$ cat src/nsqrt_pkg.sv
// Shared types and constants for the Newton square root block.
`timescale 1ns / 1ps
package nsqrt_pkg;

    localparam int FracBits   = 30;
    localparam int ExpWidth   = 8;
    localparam int DataWidth  = 32;
    localparam int ScaleWidth = 16;
    localparam int StepWidth  = 11;

    // Numerator bit count of the long division: M has 34 bits, then FracBits zeros.
    localparam int DivBits    = 34 + FracBits;
    localparam int DivCntW    = $clog2(DivBits + 1);
    localparam int ProdWidth  = DataWidth + ScaleWidth;
    localparam int MulCntW    = $clog2(ScaleWidth + 1);

    // Configuration register indexes.
    localparam logic [0:0] CfgMatchScale = 1'b0;
    localparam logic [0:0] CfgStepLimit  = 1'b1;

    // Result status codes.
    typedef enum logic [1:0] {
        ST_CONVERGED  = 2'd0,
        ST_STEP_LIMIT = 2'd1,
        ST_ZERO_GUESS = 2'd2
    } t_status;

    // Sequencer states.
    typedef enum logic [2:0] {
        S_IDLE,
        S_DIV,
        S_MUL,
        S_DECIDE,
        S_OUT
    } t_state;

    // Start strobe from the sequencer to a serial unit; done returns on the unit's own port.
    typedef struct packed {
        logic start;
    } t_unit_ctl;

endpackage

$ cat src/nsqrt_div.sv
// Bit-serial restoring divider: floor(M * 2^FracBits / den), saturated at 32 bits.
`timescale 1ns / 1ps
module nsqrt_div (
    input  logic                          i_clk,
    input  logic                          i_rst_n,
    input  nsqrt_pkg::t_unit_ctl          i_ctl,
    input  logic [33:0]                   i_num,
    input  logic [33:0]                   i_den,
    output logic                          o_done,
    output logic [nsqrt_pkg::DataWidth-1:0] o_quot
);
    logic [nsqrt_pkg::DivBits-1:0]   r_num, n_num;
    logic [34:0]                     r_rem, n_rem;
    logic [32:0]                     r_q, n_q;
    logic [33:0]                     r_den;
    logic                            r_sat, n_sat;
    logic [nsqrt_pkg::DivCntW-1:0]   r_cnt, n_cnt;
    logic                            r_busy, n_busy;
    logic                            r_done, n_done;
    logic [35:0]                     v_shift;
    logic [32:0]                     v_q;

    // One quotient bit per cycle.
    always_comb begin
        n_num  = r_num;
        n_rem  = r_rem;
        n_q    = r_q;
        n_sat  = r_sat;
        n_cnt  = r_cnt;
        n_busy = r_busy;
        n_done = 1'b0;
        v_shift = '0;
        v_q     = '0;
        if (i_ctl.start) begin
            n_num  = {i_num, {nsqrt_pkg::FracBits{1'b0}}};
            n_rem  = '0;
            n_q    = '0;
            n_sat  = 1'b0;
            n_cnt  = nsqrt_pkg::DivCntW'(nsqrt_pkg::DivBits);
            n_busy = 1'b1;
        end else if (r_busy) begin
            v_shift = {r_rem, r_num[nsqrt_pkg::DivBits-1]};
            v_q     = {r_q[31:0], 1'b0};
            if (v_shift >= {2'b00, r_den}) begin
                v_shift = v_shift - {2'b00, r_den};
                v_q[0]  = 1'b1;
            end
            if (v_q[32]) begin
                n_sat = 1'b1;
                v_q   = {1'b0, 32'hFFFF_FFFF};
            end
            n_rem = v_shift[34:0];
            n_q   = v_q;
            n_num = {r_num[nsqrt_pkg::DivBits-2:0], 1'b0};
            n_cnt = r_cnt - 1'b1;
            if (r_cnt == nsqrt_pkg::DivCntW'(1)) begin
                n_busy = 1'b0;
                n_done = 1'b1;
            end
        end
    end

    always_ff @(posedge i_clk) begin
        if (!i_rst_n) begin
            r_busy <= 1'b0;
            r_done <= 1'b0;
        end else begin
            r_busy <= n_busy;
            r_done <= n_done;
        end
        r_num <= n_num;
        r_rem <= n_rem;
        r_q   <= n_q;
        r_sat <= n_sat;
        r_cnt <= n_cnt;
        if (i_ctl.start) begin
            r_den <= i_den;
        end
    end

    assign o_done = r_done;
    assign o_quot = (r_sat || r_den == '0) ? '1 : r_q[31:0];
endmodule

$ cat src/nsqrt_mul.sv
// Bit-serial shift-add scaler: floor(y * scale / 2^FracBits) for two iterates at once.
`timescale 1ns / 1ps
module nsqrt_mul (
    input  logic                             i_clk,
    input  logic                             i_rst_n,
    input  nsqrt_pkg::t_unit_ctl             i_ctl,
    input  logic [nsqrt_pkg::DataWidth-1:0]  i_a,
    input  logic [nsqrt_pkg::DataWidth-1:0]  i_b,
    input  logic [nsqrt_pkg::ScaleWidth-1:0] i_scale,
    output logic                             o_done,
    output logic                             o_equal
);
    logic [nsqrt_pkg::ProdWidth-1:0]  r_pa, r_pb, n_pa, n_pb;
    logic [nsqrt_pkg::ProdWidth-1:0]  r_a, r_b, n_a, n_b;
    logic [nsqrt_pkg::ScaleWidth-1:0] r_sc, n_sc;
    logic [nsqrt_pkg::MulCntW-1:0]    r_cnt, n_cnt;
    logic                             r_busy, n_busy, r_done, n_done;

    // One multiplier bit per cycle, both products in parallel.
    always_comb begin
        n_pa = r_pa; n_pb = r_pb; n_a = r_a; n_b = r_b; n_sc = r_sc;
        n_cnt = r_cnt; n_busy = r_busy; n_done = 1'b0;
        if (i_ctl.start) begin
            n_pa = '0; n_pb = '0;
            n_a  = nsqrt_pkg::ProdWidth'(i_a);
            n_b  = nsqrt_pkg::ProdWidth'(i_b);
            n_sc = i_scale;
            n_cnt = nsqrt_pkg::MulCntW'(nsqrt_pkg::ScaleWidth);
            n_busy = 1'b1;
        end else if (r_busy) begin
            if (r_sc[0]) begin
                n_pa = r_pa + r_a;
                n_pb = r_pb + r_b;
            end
            n_a  = {r_a[nsqrt_pkg::ProdWidth-2:0], 1'b0};
            n_b  = {r_b[nsqrt_pkg::ProdWidth-2:0], 1'b0};
            n_sc = r_sc >> 1;
            n_cnt = r_cnt - 1'b1;
            if (r_cnt == nsqrt_pkg::MulCntW'(1)) begin
                n_busy = 1'b0;
                n_done = 1'b1;
            end
        end
    end

    always_ff @(posedge i_clk) begin
        if (!i_rst_n) begin
            r_busy <= 1'b0;
            r_done <= 1'b0;
        end else begin
            r_busy <= n_busy;
            r_done <= n_done;
        end
        r_pa <= n_pa; r_pb <= n_pb; r_a <= n_a; r_b <= n_b;
        r_sc <= n_sc; r_cnt <= n_cnt;
    end

    assign o_done  = r_done;
    assign o_equal = r_pa[nsqrt_pkg::ProdWidth-1:nsqrt_pkg::FracBits]
                  == r_pb[nsqrt_pkg::ProdWidth-1:nsqrt_pkg::FracBits];
endmodule

$ cat src/newton_sqrt_with_exponent_top.sv
// Top level: sequencer for the Newton square root with exponent handling.
// Sequence: each Newton step runs the divider, then the scaler, then a decide step;
// a zero guess goes straight to the output.
// Throughput: one item at a time; the bit-serial divider sets the per-step cost.
// Reset: synchronous active-low; registers return to match_scale 1000 and step_limit 1000,
// and the block is empty and ready.
`timescale 1ns / 1ps
module newton_sqrt_with_exponent_top (
    input  logic        i_clk,
    input  logic        i_rst_n,
    input  logic        i_valid,
    output logic        o_stall,
    input  logic [31:0] i_mantissa,
    input  logic signed [7:0] i_exponent_in,
    input  logic [31:0] i_start_guess,
    output logic        o_valid,
    input  logic        i_stall,
    output logic [31:0] o_root_mantissa,
    output logic signed [6:0] o_root_exponent,
    output logic [10:0] o_steps_taken,
    output logic [1:0]  o_status,
    input  logic        i_cfg_valid,
    output logic        o_cfg_ready,
    input  logic [0:0]  i_cfg_index,
    input  logic [15:0] i_cfg_data
);
    nsqrt_pkg::t_state r_state, n_state;
    logic [15:0] r_scale;
    logic [10:0] r_limit;
    logic [32:0] r_m;
    logic [31:0] r_y, r_next;
    logic [11:0] r_steps;
    logic [6:0]  r_exp;
    logic [1:0]  r_status;
    logic        r_valid;
    logic [31:0] r_out_root;
    logic [6:0]  r_out_exp;
    logic [10:0] r_out_steps;
    logic [1:0]  r_out_status;
    nsqrt_pkg::t_unit_ctl w_div_ctl, w_mul_ctl;
    logic        w_div_done, w_mul_done, w_equal;
    logic [31:0] w_quot;
    logic [32:0] w_sum;
    logic [31:0] w_next;
    logic        w_out_load;

    assign o_cfg_ready = 1'b1;
    assign o_stall     = (r_state != nsqrt_pkg::S_IDLE);

    // Configuration registers.
    always_ff @(posedge i_clk) begin
        if (!i_rst_n) begin
            r_scale <= 16'd1000;
            r_limit <= 11'd1000;
        end else if (i_cfg_valid) begin
            unique case (i_cfg_index)
                nsqrt_pkg::CfgMatchScale: r_scale <= i_cfg_data;
                nsqrt_pkg::CfgStepLimit:  r_limit <= i_cfg_data[10:0];
                default: ;
            endcase
        end
    end

    nsqrt_div u_div (
        .i_clk, .i_rst_n, .i_ctl(w_div_ctl),
        .i_num({1'b0, r_m}), .i_den({1'b0, r_y, 1'b0}),
        .o_done(w_div_done), .o_quot(w_quot)
    );

    // Next iterate, saturated at 32 bits; valid while the divider reports done.
    assign w_sum  = {2'b00, r_y[31:1]} + {1'b0, w_quot};
    assign w_next = w_sum[32] ? '1 : w_sum[31:0];

    nsqrt_mul u_mul (
        .i_clk, .i_rst_n, .i_ctl(w_mul_ctl),
        .i_a(r_y), .i_b(w_next), .i_scale(r_scale),
        .o_done(w_mul_done), .o_equal(w_equal)
    );

    // The result register takes a new result once it is empty or being read.
    assign w_out_load = (r_state == nsqrt_pkg::S_OUT) && (!r_valid || !i_stall);

    // Next state and unit starts.
    always_comb begin
        n_state = r_state;
        w_div_ctl.start = 1'b0;
        w_mul_ctl.start = 1'b0;
        unique case (r_state)
            nsqrt_pkg::S_IDLE: begin
                if (i_valid) begin
                    n_state = (i_start_guess == '0) ? nsqrt_pkg::S_OUT : nsqrt_pkg::S_DECIDE;
                end
            end
            nsqrt_pkg::S_DIV: if (w_div_done) begin
                w_mul_ctl.start = 1'b1;
                n_state = nsqrt_pkg::S_MUL;
            end
            nsqrt_pkg::S_MUL: if (w_mul_done) n_state = nsqrt_pkg::S_DECIDE;
            nsqrt_pkg::S_DECIDE: begin
                if (r_status == nsqrt_pkg::ST_ZERO_GUESS) begin
                    w_div_ctl.start = 1'b1;
                    n_state = nsqrt_pkg::S_DIV;
                end else begin
                    n_state = nsqrt_pkg::S_OUT;
                end
            end
            nsqrt_pkg::S_OUT: if (w_out_load) n_state = nsqrt_pkg::S_IDLE;
            default: n_state = nsqrt_pkg::S_IDLE;
        endcase
    end

    // Sequencer and datapath registers; r_status holds ZERO_GUESS as "keep going".
    always_ff @(posedge i_clk) begin
        if (!i_rst_n) begin
            r_state <= nsqrt_pkg::S_IDLE;
            r_valid <= 1'b0;
        end else begin
            r_state <= n_state;
            if (w_out_load) r_valid <= 1'b1;
            else if (!i_stall) r_valid <= 1'b0;
        end
        unique case (r_state)
            nsqrt_pkg::S_IDLE: if (i_valid) begin
                r_m      <= i_exponent_in[0] ? {i_mantissa, 1'b0} : {1'b0, i_mantissa};
                r_y      <= i_start_guess;
                r_exp    <= i_exponent_in[7:1];
                r_steps  <= '0;
                // A zero guess reports this status; otherwise the first decide starts the loop.
                r_status <= nsqrt_pkg::ST_ZERO_GUESS;
            end
            nsqrt_pkg::S_DIV: if (w_div_done) r_next <= w_next;
            nsqrt_pkg::S_MUL: if (w_mul_done) begin
                if (w_equal) r_status <= nsqrt_pkg::ST_CONVERGED;
                else if (r_steps > {1'b0, r_limit}) r_status <= nsqrt_pkg::ST_STEP_LIMIT;
                else begin
                    r_y      <= r_next;
                    r_steps  <= r_steps + 1'b1;
                    r_status <= nsqrt_pkg::ST_ZERO_GUESS;
                end
            end
            nsqrt_pkg::S_DECIDE: ;
            nsqrt_pkg::S_OUT: ;
            default: ;
        endcase
        if (w_out_load) begin
            r_out_root   <= r_y;
            r_out_exp    <= r_exp;
            r_out_steps  <= r_steps[11] ? 11'h7FF : r_steps[10:0];
            r_out_status <= r_status;
        end
    end

    // Output register; a zero guess reports mantissa zero.
    assign o_valid         = r_valid;
    assign o_root_mantissa = r_out_root;
    assign o_root_exponent = r_out_exp;
    assign o_steps_taken   = r_out_steps;
    assign o_status        = r_out_status;
endmodule
$ cat config.mk
export PLATFORM = sky130hd
export DESIGN_NAME = newton_sqrt_with_exponent_top
export DESIGN_NICKNAME = d
export VERILOG_FILES = /design/src/nsqrt_pkg.sv /design/src/nsqrt_div.sv /design/src/nsqrt_mul.sv /design/src/newton_sqrt_with_exponent_top.sv
export SDC_FILE = /design/constraint.sdc
export NUM_CORES = 1
export LEC_CHECK = 0
export ABC_AREA = 1
export BUFFER_PORTS_ARGS = -buffer_cell sky130_fd_sc_hd__buf_2
export CAP_MARGIN = 10
export CORE_ASPECT_RATIO = 0.75
export CORE_MARGIN = 4
export CORE_UTILIZATION = 63
export DETAILED_ROUTE_END_ITERATION = 8
export PLACE_DENSITY_LB_ADDON = 0.3
export SYNTH_ARGS = -nofsm -noshare
export SYNTH_HDL_FRONTEND = slang
export SYNTH_SLANG_ARGS = --single-unit
$ cat constraint.sdc
create_clock -name i_clk -period 6.25 [get_ports i_clk]
set_clock_uncertainty 0.05 [all_clocks]
set_input_delay 1.5625 -clock i_clk [delete_from_list [all_inputs] [get_ports i_clk]]
set_output_delay 1.5625 -clock i_clk [all_outputs]
set_load 0.02 [all_outputs]
After elaboration in Yosys (flattened, before gate mapping)
Index checks and enable logic that the tools add are counted.
Widths: inputs -> output; s select.

storage, ports and cells
  flip-flop bits (word level) = 559

cells by class
  $add $sub $neg = 7
  $lt $le $gt $ge = 2
  eq/ne operators = 15
  muxes and demuxes = 50
  bitwise gates (word level) = 4
  reductions and logical operators = 23

operators with widths
  cell                   count
  $mux 32                12
  $mux 63                2
  $add 48x48->48         2
  $pmux 32 s2            1
  $mux 12                4
  $ge 36x33->1           1
  $mux 35                1
  $sub 35x33->35         1
  $logic_not 34->1       1
  $add 31x32->33         1
  $logic_not 32->1       1
  $mux 16                2
  $pmux 12 s2            1
  $eq 18x18->1           1
  $mux 3                 6
  $mux 1                 15
  $pmux 3 s5             1
  $add 12x1->12 const B  1
  $gt 12x11->1           1
  $reduce_and 2->1       6
  $mux 2                 4
  $ne 2x2->1 const B     4
  $eq 7x1->1 const B     1
  $sub 7x1->7 const B    1
  other kinds (19)       30

Longest topological paths before layout
  depth in word-level cells = 6
  gate-level depth with buffers = 26
  mapped depth without buffers = 25

By module
Synthesis repeated with hierarchy kept, for this count alone.

unflattened totals
  cells, all modules = 5,406
  area total of the unflattened synthesis = 36,550.1 um2

modules (own cells, without submodules)
  module                         times used  cells an instance  area each (um2)
  nsqrt_mul                      1           2,824              16,975.0
  newton_sqrt_with_exponent_top  1           1,243              10,556.4
  nsqrt_div                      1           1,339              9,018.6

Least setup slack after synthesis
No wires, ideal clock.

  kind = input port to flip-flop
  from = input port i_valid
  to = register r_steps[0] (enable)
  library setup time = 0.513 ns
  arrival = 5.091 ns
  required time = 5.687 ns
  path slack = 0.597 ns
  cell stages on the path = 3
  cell sequence = o21ai_0 nor2_1 a21boi_0

on the way
  longest elaborated chain between the ends = 2

RTL lines
  what                               RTL line                              source
  from (decl)                        newton_sqrt_with_exponent_top.sv:11   input logic i_valid,
  $ne 2x2->1 (no source line)        --
  $reduce_and 5->1 (no source line)  --
  to (signal assigned)               newton_sqrt_with_exponent_top.sv:137  r_steps <= r_steps + 1'b1;
  to (decl)                          newton_sqrt_with_exponent_top.sv:32   logic [11:0] r_steps;

No other way between the ends.
A chain may end at the register's enable or synchronous reset.

Final worst setup path
  from = register u_div.r_den[2]
  to = register u_mul.r_b[27] (netlist name), data pin

on the way
  longest elaborated chain between the ends = 6

RTL lines
  what                    RTL line                             source
  from (decl)             nsqrt_div.sv:15                      logic [33:0] r_den;
  from (signal assigned)  nsqrt_div.sv:77                      r_den <= i_den;
  $logic_not 34->1        nsqrt_div.sv:82                      assign o_quot = (r_sat || r_den == '0) ? '1 : r_q[31:0];
  $logic_or 1x1->1        nsqrt_div.sv:82
  $mux 32                 nsqrt_div.sv:82
  $add 31x32->33          newton_sqrt_with_exponent_top.sv:71  assign w_sum = {2'b00, r_y[31:1]} + {1'b0, w_quot};
  $mux 32                 newton_sqrt_with_exponent_top.sv:72  assign w_next = w_sum[32] ? '1 : w_sum[31:0];
  via u_mul.i_b, one bit  nsqrt_mul.sv:8                       input logic [nsqrt_pkg::DataWidth-1:0] i_b,
  $mux 32                 nsqrt_mul.sv:23                      if (i_ctl.start) begin
  via u_mul.n_b, one bit  nsqrt_mul.sv:14                      logic [nsqrt_pkg::ProdWidth-1:0] r_a, r_b, n_a, n_b;
  to (signal assigned)    nsqrt_mul.sv:54                      r_pa <= n_pa; r_pb <= n_pb; r_a <= n_a; r_b <= n_b;
  to (decl)               nsqrt_mul.sv:14

The timed path passes the listed nets, and every way through them passes these cells.

==> results.py <==
metrics = {
    "place": {
        "dp_hpwl_mm": 79.39,
        "gp_congestion": 1.011,
        "place_inst": 5612,
        "port_buffers": 147,
        "place_area_um2": 35870,
        "place_ws_ns": 1.882,
    },
    "floorplan": {
        "num_io_pins": 149,
        "start_util_pct": 63.62,
        "die_h_um": 210.9,
        "num_rows": 74,
        "die_area_um2": 58730,
        "core-area_um2": 54350,
        "fp.dieW_um": 278.5,
    },
    "setup_path": {
        "r2r-start": "u_div.r_den[2]",
        "slowest_delay_ns": 0.72,
        "worstSetupPathDepth": 23,
        "cp_max_fo": 30,
        "start_kind": "flop",
        "cp-end-kind": "flop",
        "crit_path_frequent_cell": "nand2_1",
        "cp_slowest_cell": "inv_1",
        "arrival_ns": 4.84,
        "r2r_end": "u_mul.r_b[27]",
        "worstPathCellList": "nor2_1 > nand4_1 > nor2_1 > nand3_1 > nand2_1 > inv_1 > nand2_1 > ha_1 > inv_1 > fa_1 > inv_1 > nand3_1 > nand2_1 > nand2_1 > nand2_1 > nand2_1 > nand3_2 > nand3_2 > nand2_4 > inv_2 > nand2_2 > nand2_1 > nand2_1",
        "rrSetupSlack_ns": 1.72,
        "critPathBufInv": 4,
        "critical-path-top-delay-family": "simple AND/OR/NAND/NOR gates",
        "required_ns": 6.56,
        "reg2reg_depth": 23,
        "criticalPathCategory": "flop to flop",
    },
    "clock_network": {
        "hold_buffers": 0,
        "clkLatencyLatePin_ns": 0.65,
        "root_buffer": "clkbuf_16",
        "clockBufferDepth": 3,
        "cts.sink_count": 559,
        "clk_pin_slew_ns": 0.06,
        "ctsResizeCount": 0,
        "cts_max_level": 2,
        "post-cts-setup-buffer-count": 0,
        "cts_tree": "done",
        "numCtsBuffers": 55,
    },
    "pwr": {
        "clkPwrFrac_pct": 22.3,
        "sw_frac_of_total_pct": 43.07,
        "p_comb_share_pct": 41.8,
        "p_sw_mw": 6.593,
        "powerDensity_nw_per_um2": 405.7,
        "vdd_ir_drop_max_uv": 353.4,
        "sequentialPowerShare_pct": 35.9,
        "power.leakage_nw": 18.92,
        "internal_power_mw": 8.713,
    },
    "detailed_routing": {
        "drc_errors": 0,
        "vias_per_cell": 5.644,
        "antenna_left": 0,
        "dr.pass1.iters": 6,
        "vias": 32270,
        "wl_per_cell_um": 18.18,
        "wirelength_mm": 103.9,
        "drt_first_iter_violations": 3884,
    },
    "job": {
        "drv_cap": 0,
    },
    "timing": {
        "post-route-period-util_pct": 72.53,
        "setup-violations-final": 0,
        "setup_tns_ns": 0,
        "slew-limit-headroom_pct": 24.77,
        "period_minus_slack_ns": 4.533,
        "worst_slew_pin_slew_ns": 1.126,
        "hold_viol_final": 0,
        "grt_setup_unrepaired": "false",
        "max_freq_mhz": 220.6,
        "fin_ws_ns": 1.717,
        "finalMaxSlewViolations": 0,
    },
    "min_path": {
        "whs_path_depth": 0,
        "hold_class": "flop to flop",
        "hold_path_end": "o_root_exponent[5]",
        "min_from": "r_exp[5]",
    },
    "grt": {
        "grt_max_degree": 209,
        "grt_pass1_wl_mm": 161.0,
        "grt_overflow": 0,
        "grt_pass1_vias": 29200,
        "grt_util_all_layers_pct": 34.67,
        "grt_antenna_before_repair": 5,
    },
    "final_layout": {
        "fin_nets": 5219,
        "stdcell_area_um2": 37730,
        "drive_gt1_share_pct": 6.968,
        "synthToLayoutAreaGrowth_pct": 9.126,
        "final_cell_count_no_fill": 5718,
        "final_cell_mix": "nand2_1 (1557), inv_1 (776), nor2_1 (483)",
        "layout_commonest_cell": "nand2_1",
    },
    "synthesis": {
        "synth.distinct_cells": 52,
        "syn_inst": 4845,
        "ys_warn_count": 0,
        "synth_fp_nets": 5117,
        "ys_seq_elements": 559,
        "synth.avg_cell_area_um2": 7.136,
        "ys_seq_area_share_pct": 41.49,
        "syn_area_um2": 34580,
    },
    "run_status": {
        "status": "finished clean",
    },
}
## cell usage after synthesis, drive strengths merged
cell / number / share of area, %
o21bai: 28 / 0.61
nor3b: 1 / 0.022
a221oi: 30 / 0.76
edfxtp: 315 / 27
nand2: 1591 / 18
nor2: 499 / 5.6
dfxtp: 244 / 14
o211ai: 27 / 0.75
nor4: 5 / 0.090
xnor2: 25 / 0.63
nand2b: 1 / 0.018
buf: 40 / 0.73
xor2: 57 / 1.4
ha: 174 / 6.3
fa: 4 / 0.23
o22ai: 4 / 0.072
nand3: 226 / 3.4
conb: 1 / 0.011
o21a: 6 / 0.13
o21ai: 235 / 3.4
and2: 4 / 0.072
a21oi: 287 / 4.2
nand3b: 4 / 0.087
a31oi: 4 / 0.072
nand4: 73 / 1.3
nor3: 56 / 0.83
a21boi: 4 / 0.087
clkinv: 4 / 0.043
or2: 21 / 0.38
a211oi: 1 / 0.022
clkbuf: 80 / 0.87
a21o: 9 / 0.20
and3: 1 / 0.018
mux2: 1 / 0.033
inv: 783 / 8.5
## sequential cells by signal (all words and copies together) (netlist names), 33 cells and up
signal,flops
u_mul.r_b,48
u_mul.r_a,48
r_m,33
u_mul.r_pb,48
u_mul.r_pa,48
u_div.r_num,34
u_div.r_rem,35
## per-stage QoR
| stage | hold slack [ns] | util (%) | power [mW] |
|---|---|---|---|
| CTS | 0.3705 | 69.41 | 15.11 |
| global placement | 0.3506 | 66.00 | 11.55 |
| detailed placement | 0.3552 | 66.00 | 11.69 |
| floorplan | 0.3503 | - | 9.951 |
| finish | 0.3734 | 69.42 | 15.31 |
| global route | 0.3815 | 69.41 | 16.20 |
## power by group through the flow
stage | logic, mW | clock network (mW) | registers (mW)
floorplan | 4.78 | 0 | 5.17
global placement | 6.06 | 0 | 5.49
detailed placement | 6.19 | 0 | 5.51
CTS | 6.24 | 3.43 | 5.44
global route | 7.10 | 3.59 | 5.51
finish | 6.40 | 3.41 | 5.49
## final cells by class
cell class | count | area, um^2
inverter | 787 | 2958
clock buffer | 72 | 1503
multi-input combinational | 3379 | 16780
tap | 722 | 903.4
antenna | 2 | 5.005
sequential | 559 | 14340
timing repair buffer | 165 | 883.3
clock inverter | 32 | 355.3
fill | 4552 | 16620
## layer usage
| layer | vias to the layer above | routed length, um | GRT usage, % |
|---|---|---|---|
| met5 | - | 24 | 0 |
| met4 | 4 | 2043 | 7.110 |
| met3 | 150 | 14920 | 10.55 |
| met2 | 1672 | 39910 | 47.40 |
| met1 | 14760 | 47030 | 54.09 |
| li1 | 15680 | - | - |
## worst max-delay path by stage
| stage | startpoint | to | slack (ns) |
|---|---|---|---|
| detailed placement | u_div.r_den[2] | u_mul.r_b[27] | 1.88 |
| floorplan | i_valid | r_steps[0] | 0.60 |
| global placement | u_div.r_den[2] | u_mul.r_b[25] | 2.02 |
| global route | u_div.r_den[2] | u_mul.r_b[27] | 1.41 |
| finish | u_div.r_den[2] | u_mul.r_b[27] | 1.72 |
| CTS | u_div.r_den[2] | u_mul.r_b[27] | 1.83 |
## cell families (layout without fill, tap and decap cells)
kind of cell | count (synthesis) | after routing | synth area share (%)
multiplexers | 1 | 1 | 0.03257
adder cells (fa/ha/maj) | 178 | 178 | 6.528
XOR/XNOR | 82 | 82 | 2.077
flip-flops | 559 | 559 | 41.49
buffers and inverters | 907 | 1056 | 10.14
AND/OR/NAND/NOR | 2482 | 2482 | 29.41
AO/OA/AOI/OAI | 635 | 635 | 10.31
other | 1 | 3 | 0.01085
(Power assumes the default switching activity.)
